$ cat src/ple_pkg.sv
package ple_pkg;

   localparam int CAPACITY_DEF   = 16;
   localparam int DATA_WIDTH_DEF = 32;

   localparam int MODE_W   = 2;
   localparam int POS_W    = 5;
   localparam int VALUE_W  = 32;
   localparam int COUNT_W  = 5;
   localparam int STATUS_W = 2;

   typedef enum logic [MODE_W-1:0] {
      MODE_INSERT   = 2'd0,
      MODE_REMOVE   = 2'd1,
      MODE_GET      = 2'd2,
      MODE_CONTAINS = 2'd3
   } mode_type;

   typedef enum logic [STATUS_W-1:0] {
      STATUS_OK      = 2'd0,
      STATUS_BAD_POS = 2'd1,
      STATUS_FULL    = 2'd2,
      STATUS_EMPTY   = 2'd3
   } status_type;

   typedef enum logic [2:0] {
      ST_IDLE,
      ST_INSERT,
      ST_REMOVE,
      ST_GET,
      ST_SEARCH,
      ST_DONE
   } state_type;

endpackage

$ cat src/positional_list_engine_top.sv
// Ordered list of up to CAPACITY words, addressed by 1-based position.
// Request channel (req_*): mode, position, value; a transfer happens when
// req_valid is high and req_stall is low. req_stall stays high from the
// transfer until the request has finished and its response is registered.
// Response channel (rsp_*): one response per request, carrying the read
// word, the found flag, the entry count after the request and a status.
// Entries live in a single-port-write, single-port-read memory with a
// registered read; one shared read/write step moves one entry per cycle.
// A new request can be taken in the same cycle as the earliest response
// transfer. Error cases go straight to the done step; a get reads one entry;
// a contains reads entries until a match; an insert at position p moves the
// entries from p up by one slot; a remove at p moves those above it down.
// The worst case is a contains with no match in a full list, set by the
// one-entry-per-cycle memory walk.
// A stalled response holds in the output register; the finished request
// waits in the done step until the register frees, then the next request
// is taken. Reset empties the list (count to zero) and drops any pending
// response; memory contents are not cleared and need no clearing pass.
module positional_list_engine_top #(
   parameter int CAPACITY   = ple_pkg::CAPACITY_DEF,
   parameter int DATA_WIDTH = ple_pkg::DATA_WIDTH_DEF
) (
   input  logic                          clock,
   input  logic                          reset,
   input  logic                          req_valid,
   output logic                          req_stall,
   input  logic [ple_pkg::MODE_W-1:0]    req_mode,
   input  logic [ple_pkg::POS_W-1:0]     req_position,
   input  logic [ple_pkg::VALUE_W-1:0]   req_value,
   output logic                          rsp_valid,
   input  logic                          rsp_stall,
   output logic [ple_pkg::VALUE_W-1:0]   rsp_read_value,
   output logic                          rsp_found,
   output logic [ple_pkg::COUNT_W-1:0]   rsp_entry_count,
   output logic [ple_pkg::STATUS_W-1:0]  rsp_status
);

   localparam int CW   = $clog2(CAPACITY + 1);
   localparam int AW   = $clog2(CAPACITY);
   localparam int CMPW = ((CW > ple_pkg::POS_W) ? CW : ple_pkg::POS_W) + 1;

   ple_pkg::state_type  state_ff, state_in;
   ple_pkg::mode_type   mode_ff, mode_in;
   ple_pkg::status_type status_ff, status_in;
   logic [CW-1:0]         count_ff, count_in;
   logic [CW-1:0]         ptr_ff, ptr_in;
   logic [CW-1:0]         pidx_ff, pidx_in;
   logic                  pend_ff, pend_in;
   logic                  found_ff, found_in;
   logic [DATA_WIDTH-1:0] val_ff, val_in;
   logic [DATA_WIDTH-1:0] rdval_ff, rdval_in;

   logic                        rsp_valid_ff, rsp_valid_in;
   logic [ple_pkg::VALUE_W-1:0] rsp_read_value_ff, rsp_read_value_in;
   logic                        rsp_found_ff, rsp_found_in;
   logic [ple_pkg::COUNT_W-1:0] rsp_entry_count_ff, rsp_entry_count_in;
   ple_pkg::status_type         rsp_status_ff, rsp_status_in;

   logic [DATA_WIDTH-1:0] mem [CAPACITY];
   logic [DATA_WIDTH-1:0] rd_data_ff;
   logic                  rd_en, wr_en;
   logic [CW-1:0]         rd_addr, wr_addr;
   logic [DATA_WIDTH-1:0] wr_data;

   logic            accept, out_free;
   logic [63:0]     req_value_ext, rdval_ext;
   logic [CMPW-1:0] pos_x, cnt_x;
   logic            list_empty, list_full;
   logic [CW-1:0]   ptr_dec, ptr_dec2, ptr_inc, ptr_inc2;

   assign accept   = req_valid && !req_stall;
   assign out_free = !rsp_valid_ff || !rsp_stall;

   assign req_value_ext = 64'(req_value);
   assign rdval_ext     = 64'(rdval_ff);
   assign pos_x         = CMPW'(req_position);
   assign cnt_x         = CMPW'(count_ff);
   assign list_empty    = (count_ff == '0);
   assign list_full     = (count_ff >= CW'(CAPACITY));

   assign ptr_dec  = ptr_ff - CW'(1);
   assign ptr_dec2 = ptr_ff - CW'(2);
   assign ptr_inc  = ptr_ff + CW'(1);
   assign ptr_inc2 = ptr_ff + CW'(2);

   always_ff @(posedge clock) begin
      if (wr_en) begin
         mem[wr_addr[AW-1:0]] <= wr_data;
      end
      if (rd_en) begin
         rd_data_ff <= mem[rd_addr[AW-1:0]];
      end
   end

   always_ff @(posedge clock) begin
      if (reset) begin
         state_ff     <= ple_pkg::ST_IDLE;
         count_ff     <= '0;
         pend_ff      <= 1'b0;
         rsp_valid_ff <= 1'b0;
      end else begin
         state_ff     <= state_in;
         count_ff     <= count_in;
         pend_ff      <= pend_in;
         rsp_valid_ff <= rsp_valid_in;
      end
      mode_ff            <= mode_in;
      status_ff          <= status_in;
      ptr_ff             <= ptr_in;
      pidx_ff            <= pidx_in;
      found_ff           <= found_in;
      val_ff             <= val_in;
      rdval_ff           <= rdval_in;
      rsp_read_value_ff  <= rsp_read_value_in;
      rsp_found_ff       <= rsp_found_in;
      rsp_entry_count_ff <= rsp_entry_count_in;
      rsp_status_ff      <= rsp_status_in;
   end

   always_comb begin
      state_in           = state_ff;
      mode_in            = mode_ff;
      status_in          = status_ff;
      count_in           = count_ff;
      ptr_in             = ptr_ff;
      pidx_in            = pidx_ff;
      pend_in            = pend_ff;
      found_in           = found_ff;
      val_in             = val_ff;
      rdval_in           = rdval_ff;
      rsp_valid_in       = rsp_valid_ff && rsp_stall;
      rsp_read_value_in  = rsp_read_value_ff;
      rsp_found_in       = rsp_found_ff;
      rsp_entry_count_in = rsp_entry_count_ff;
      rsp_status_in      = rsp_status_ff;
      rd_en              = 1'b0;
      rd_addr            = ptr_ff;
      wr_en              = 1'b0;
      wr_addr            = ptr_ff;
      wr_data            = val_ff;
      req_stall          = (state_ff != ple_pkg::ST_IDLE);

      case (state_ff)
         ple_pkg::ST_IDLE: begin
            if (accept) begin
               mode_in   = ple_pkg::mode_type'(req_mode);
               val_in    = req_value_ext[DATA_WIDTH-1:0];
               found_in  = 1'b0;
               rdval_in  = '0;
               pend_in   = 1'b0;
               status_in = ple_pkg::STATUS_OK;
               pidx_in   = CW'(pos_x - CMPW'(1));
               state_in  = ple_pkg::ST_DONE;
               case (ple_pkg::mode_type'(req_mode))
                  ple_pkg::MODE_INSERT: begin
                     if (list_full) begin
                        status_in = ple_pkg::STATUS_FULL;
                     end else if (list_empty) begin
                        // position is ignored on an empty list
                        pidx_in  = '0;
                        ptr_in   = '0;
                        state_in = ple_pkg::ST_INSERT;
                     end else if (pos_x == '0 || pos_x > cnt_x + CMPW'(1)) begin
                        status_in = ple_pkg::STATUS_BAD_POS;
                     end else begin
                        ptr_in   = count_ff;
                        state_in = ple_pkg::ST_INSERT;
                     end
                  end
                  ple_pkg::MODE_REMOVE,
                  ple_pkg::MODE_GET: begin
                     if (list_empty) begin
                        status_in = ple_pkg::STATUS_EMPTY;
                     end else if (pos_x == '0 || pos_x > cnt_x) begin
                        status_in = ple_pkg::STATUS_BAD_POS;
                     end else begin
                        ptr_in   = CW'(pos_x - CMPW'(1));
                        state_in = (ple_pkg::mode_type'(req_mode) == ple_pkg::MODE_REMOVE)
                                   ? ple_pkg::ST_REMOVE : ple_pkg::ST_GET;
                     end
                  end
                  default: begin
                     ptr_in   = '0;
                     state_in = ple_pkg::ST_SEARCH;
                  end
               endcase
            end
         end

         ple_pkg::ST_INSERT: begin
            if (!pend_ff) begin
               if (ptr_ff == pidx_ff) begin
                  wr_en    = 1'b1;
                  wr_addr  = ptr_ff;
                  wr_data  = val_ff;
                  state_in = ple_pkg::ST_DONE;
               end else begin
                  rd_en   = 1'b1;
                  rd_addr = ptr_dec;
                  pend_in = 1'b1;
               end
            end else begin
               // move entry back one slot, fetch the next one down
               wr_en   = 1'b1;
               wr_addr = ptr_ff;
               wr_data = rd_data_ff;
               ptr_in  = ptr_dec;
               if (ptr_dec > pidx_ff) begin
                  rd_en   = 1'b1;
                  rd_addr = ptr_dec2;
               end else begin
                  pend_in = 1'b0;
               end
            end
         end

         ple_pkg::ST_REMOVE: begin
            if (!pend_ff) begin
               if (ptr_inc >= count_ff) begin
                  state_in = ple_pkg::ST_DONE;
               end else begin
                  rd_en   = 1'b1;
                  rd_addr = ptr_inc;
                  pend_in = 1'b1;
               end
            end else begin
               wr_en   = 1'b1;
               wr_addr = ptr_ff;
               wr_data = rd_data_ff;
               ptr_in  = ptr_inc;
               if (ptr_inc2 < count_ff) begin
                  rd_en   = 1'b1;
                  rd_addr = ptr_inc2;
               end else begin
                  pend_in = 1'b0;
               end
            end
         end

         ple_pkg::ST_GET: begin
            if (!pend_ff) begin
               rd_en   = 1'b1;
               rd_addr = pidx_ff;
               pend_in = 1'b1;
            end else begin
               rdval_in = rd_data_ff;
               pend_in  = 1'b0;
               state_in = ple_pkg::ST_DONE;
            end
         end

         ple_pkg::ST_SEARCH: begin
            if (!pend_ff) begin
               if (ptr_ff >= count_ff) begin
                  state_in = ple_pkg::ST_DONE;
               end else begin
                  rd_en   = 1'b1;
                  rd_addr = ptr_ff;
                  pend_in = 1'b1;
               end
            end else if (rd_data_ff == val_ff) begin
               found_in = 1'b1;
               pend_in  = 1'b0;
               state_in = ple_pkg::ST_DONE;
            end else begin
               ptr_in = ptr_inc;
               if (ptr_inc < count_ff) begin
                  rd_en   = 1'b1;
                  rd_addr = ptr_inc;
               end else begin
                  pend_in = 1'b0;
               end
            end
         end

         ple_pkg::ST_DONE: begin
            // hold until the response register can take the transfer
            if (out_free) begin
               if (status_ff == ple_pkg::STATUS_OK && mode_ff == ple_pkg::MODE_INSERT) begin
                  count_in = count_ff + CW'(1);
               end else if (status_ff == ple_pkg::STATUS_OK &&
                            mode_ff == ple_pkg::MODE_REMOVE) begin
                  count_in = count_ff - CW'(1);
               end
               rsp_valid_in       = 1'b1;
               rsp_read_value_in  = rdval_ext[ple_pkg::VALUE_W-1:0];
               rsp_found_in       = found_ff;
               rsp_entry_count_in = ple_pkg::COUNT_W'(count_in);
               rsp_status_in      = status_ff;
               state_in           = ple_pkg::ST_IDLE;
            end
         end

         default: begin
            state_in = ple_pkg::ST_IDLE;
         end
      endcase
   end

   assign rsp_valid       = rsp_valid_ff;
   assign rsp_read_value  = rsp_read_value_ff;
   assign rsp_found       = rsp_found_ff;
   assign rsp_entry_count = rsp_entry_count_ff;
   assign rsp_status      = rsp_status_ff;

endmodule

$ cat config.mk
export PLATFORM = sky130hd
export DESIGN_NAME = positional_list_engine_top
export DESIGN_NICKNAME = d
export VERILOG_FILES = /design/src/ple_pkg.sv /design/src/positional_list_engine_top.sv
export SDC_FILE = /design/constraint.sdc
export NUM_CORES = 1
export LEC_CHECK = 0
export BUFFER_PORTS_ARGS = -buffer_cell sky130_fd_sc_hd__buf_2
export CORE_MARGIN = 1.5
export CORE_UTILIZATION = 40
export CTS_BUF_LIST = sky130_fd_sc_hd__clkbuf_8
export DETAILED_ROUTE_END_ITERATION = 8
export SLEW_MARGIN = 40
export SYNTH_ARGS = -nofsm -noshare
export SYNTH_HDL_FRONTEND = slang
export SYNTH_SLANG_ARGS = --single-unit
$ cat constraint.sdc
create_clock -name clock -period 4.8 [get_ports clock]
set_clock_uncertainty 0.15 [all_clocks]
set_input_delay 0.24 -clock clock [delete_from_list [all_inputs] [get_ports clock]]
set_output_delay 0.24 -clock clock [all_outputs]
set_load 0.05 [all_outputs]
==> metrics <==
net count after synthesis=1731; wire per inst=roughly 24 um; maximum clock frequency=214.6 MHz; FF+latch count, synth=just under 700; CP Cell Sequence=ha_1 -> nand2_1 -> xnor2_4 -> ha_1 -> a21o_1 -> a21oi_2 -> nand2_2 -> mux2_1 -> a221o_1 -> a211o_1 -> nor3_4 -> buf_4 -> a22o_1 -> nor4_2; die height=~270 um; Critical Path Fanout Max=19; Fin. Hold Viols=0; crit path time final=between 4 and 5 ns; final setup violation count=0; measured slew at the worst slew-check pin=0.7924 ns; Die X=roughly 270 um; Worst-Skew Late Latency=~0.73 ns; Power Dens Cells=roughly 660 nW/um2; Critical Path RT=a little over 5 ns; critical path capture point type=register; HP Class=input pin to register; Worst path max stage delay=between 0.5 and 0.6 ns; root buffer cell=clkbuf_8; Max Buffers Root-to-Sink=3; via count=15531; I/O Pins=between 80 and 90; share of layout cells above drive strength 1=0.2473; Post-Route Setup TNS=0 ns; final instance area=between 30000 and 40000 um2; Syn Inst Count=between 1500 and 2000; Max VDD drop=529.1 uV; total CTS buffers=approximately 110; Ys Warns=0; critical path's most frequent cell=ha_1; Initial Util=0.4062; largest cells by area after synthesis=edfxtp_1 71%, mux2_2 3.9%, mux2i_1 3.7%; Startpoint Class=register; ANT nets after route=0; clk sinks=673; gr busiest metal=met2; worst reg-to-reg path cell count=14; final layout net count=1959; fin. max-slew vios=0; Area Growth Syn to Fin=16.03%; Worst Path Buf+Inv=1; total global routing overflow=0; PnR Total Power=around 21 mW; slew margin rel.=0.4717; status=finished, final reports clean; Post-Syn Area=27960 um2; max-cap viol count=0; initial antenna violation count=1; die area=between 70000 and 80000 um2; Via density=roughly 5.4; Core Region=~70000 um2; clock transition at the registers of the reported paths=~0.060 ns; Syn Area/Cell=~17 um2; GR Util met2=0.3205; footprint of the multi-input gates=about 7500 um2; cell family with most CP delay=compound AO/OA/AOI/OAI gates; DR iter-0 viols=about 1600; hold path depth=2; vias in the first global route=around 16000; Global Route Usage Sum=0.1992; fin util=0.4713; Crit Path Category=register to register; routability cong.=approximately 0.86; Leak=around 11 nW; Seq/Total Area, Yosys=0.7193; DRC errors left=0; Synth top area share=0.7121; area leader, netlist=edfxtp_1; final critical-path share of the clock period=0.9708; global-route wire length before repair=around 100 mm; largest net degree at the start of global routing=around 50; HPWL Detailed=between 40 and 50 mm; filler instances=5948; Seq. cell area=slightly above 20000 um2; met3 GRT Util=0.04036; Pre-Repair DR Iteration Count=5; synth unique cells=between 70 and 80; stages on the worst setup path=14; CTS tree=yes; slowest CP cell=edfxtp_1; Synth Flop Type=edfxtp_1; IO buf count=84; Post-synth EDFFs=663; FP Rows=96; Worst Path Arrival=4.99 ns; met1 usage=0.2738; H-tree Lvls=3; final WL=a little over 70 mm; Area after DPL=29980 um2; async set-reset flop share out of synthesis=0
==> path summary, 6_finish.rpt <==
kind                                  start                          end  slack (ns)
setup / recovery        ptr_ff[2]$_DFFE_PP_     rd_data_ff[18]$_DFFE_PP_        0.14
hold / removal                req_value[18]         val_ff[18]$_DFFE_PP_        0.07
setup reg to reg        ptr_ff[2]$_DFFE_PP_     rd_data_ff[18]$_DFFE_PP_        0.14
hold reg to reg   rdval_ff[7]$_SDFFCE_PN0P_  rsp_read_value[7]$_DFFE_PP_        0.27
==> sequential cells by signal, summed over array words and instances (netlist names), 2 cells and up <==
signal           cells
rsp_status           2
ptr_ff               5
rdval_ff            32
state_ff             3
rsp_entry_count      5
rd_data_ff          32
count_ff             5
pidx_ff              5
rsp_read_value      32
status_ff            2
val_ff              32
mode_ff              2
mem                512
==> per-stage QoR <==
stage	instances	setup slack [ns]	hold WS, ns
after global placement	2642	-0.2395	0.2562
after global routing	2880	-0.01610	0.02967
after CTS	2873	0.01269	0.003118
after floorplan	1645	0.2583	0.1889
final	2881	0.1404	0.06967
after detailed placement	2642	-0.1351	0.2545
==> timing repair <==
| item | CTS | global route |
|---|---|---|
| hold buffers | 46 | 0 |
| gates cloned | 0 | 0 |
| setup endpoints to repair | 32 | 32 |
| endpoints found under the hold margin | 68 | 0 |
| resized for setup | 2 | 5 |
| setup buffers | 0 | 6 |
| pin swaps | 1 | 2 |
==> synthesized netlist by cell type (7+ instances only) <==
master and count:
xnor2_1 53, o21ai_0 12, mux4_2 32, a21o_1 7, nand2_1 100, inv_1 26, nor3_1 14, edfxtp_1 663
mux2_2 97, nand2b_1 8, nor2b_1 9, o22ai_1 34, a32o_1 32, buf_6 9, and2_1 35, clkbuf_1 16
a22o_1 32, a21oi_1 25, mux2i_1 103, dfxtp_1 10, buf_2 35, ha_1 43, buf_1 11, nor4_2 32
nand3_1 11, nor2_1 76, buf_4 7, nand4_1 14, o21a_1 7
==> cells in the final DEF, fill, tap and decap left out, drive strengths merged, types with 32 or more instances in the layout <==
| cell type | netlist | final |
|---|---|---|
| dlygate4sd3 | 0 | 46 |
| ha | 43 | 43 |
| edfxtp | 663 | 663 |
| nand2 | 101 | 101 |
| a22o | 32 | 32 |
| and2 | 35 | 35 |
| buf | 62 | 151 |
| xnor2 | 53 | 53 |
| nor4 | 34 | 34 |
| mux2 | 98 | 98 |
| mux4 | 32 | 32 |
| inv | 28 | 70 |
| clkbuf | 16 | 107 |
| o22ai | 34 | 34 |
| mux2i | 103 | 103 |
| nor2 | 76 | 76 |
| a32o | 32 | 32 |
==> power by group <==
| group | switching, mW | internal (mW) | total, mW |
|---|---|---|---|
| sequential | 0.384 | 7.56 | 7.94 |
| clock | 2.25 | 2.19 | 4.43 |
| combinational | 5.15 | 3.76 | 8.91 |
==> area by class of cell <==
type | count | area share
tap | 931 | 0.03591
clock buffer | 107 | 0.04540
antenna | 1 | 0.00007715
timing repair buffer | 197 | 0.05099
sequential | 673 | 0.6199
multi-input combinational | 866 | 0.2314
inverter | 28 | 0.003433
clock inverter | 78 | 0.01284
==> kinds of logic after synthesis <==
logic type | Yosys count | share of synthesized area
AOI/OAI and AO/OA | 206 | 0.05675
buffers and inverters | 106 | 0.01916
xor gates and xnor gates | 57 | 0.01786
DFF | 673 | 0.7193
muxes | 233 | 0.1021
and+or+nand+nor | 327 | 0.06557
adders and majority gates | 43 | 0.01924
==> worst register-to-register path: cells and delay by family, from the launching register on <==
kind,cells,cell delay [ns]
mux,1,0.34
fa+ha+maj,2,0.58
compound gates,5,1.49
buf+inv,1,0.38
simple gates,4,0.63
flops,1,0.52
xor+xnor,1,0.33
==> per-layer routing <==
| layer | up-vias | share of wire |
|---|---|---|
| met4 | 0 | 0.022 |
| met5 | - | 0 |
| met1 | 7951 | 0.44 |
| met2 | 525 | 0.47 |
| met3 | 114 | 0.068 |
| li1 | 6941 | - |
No activity file was read; power rests on OpenSTA's default activity.
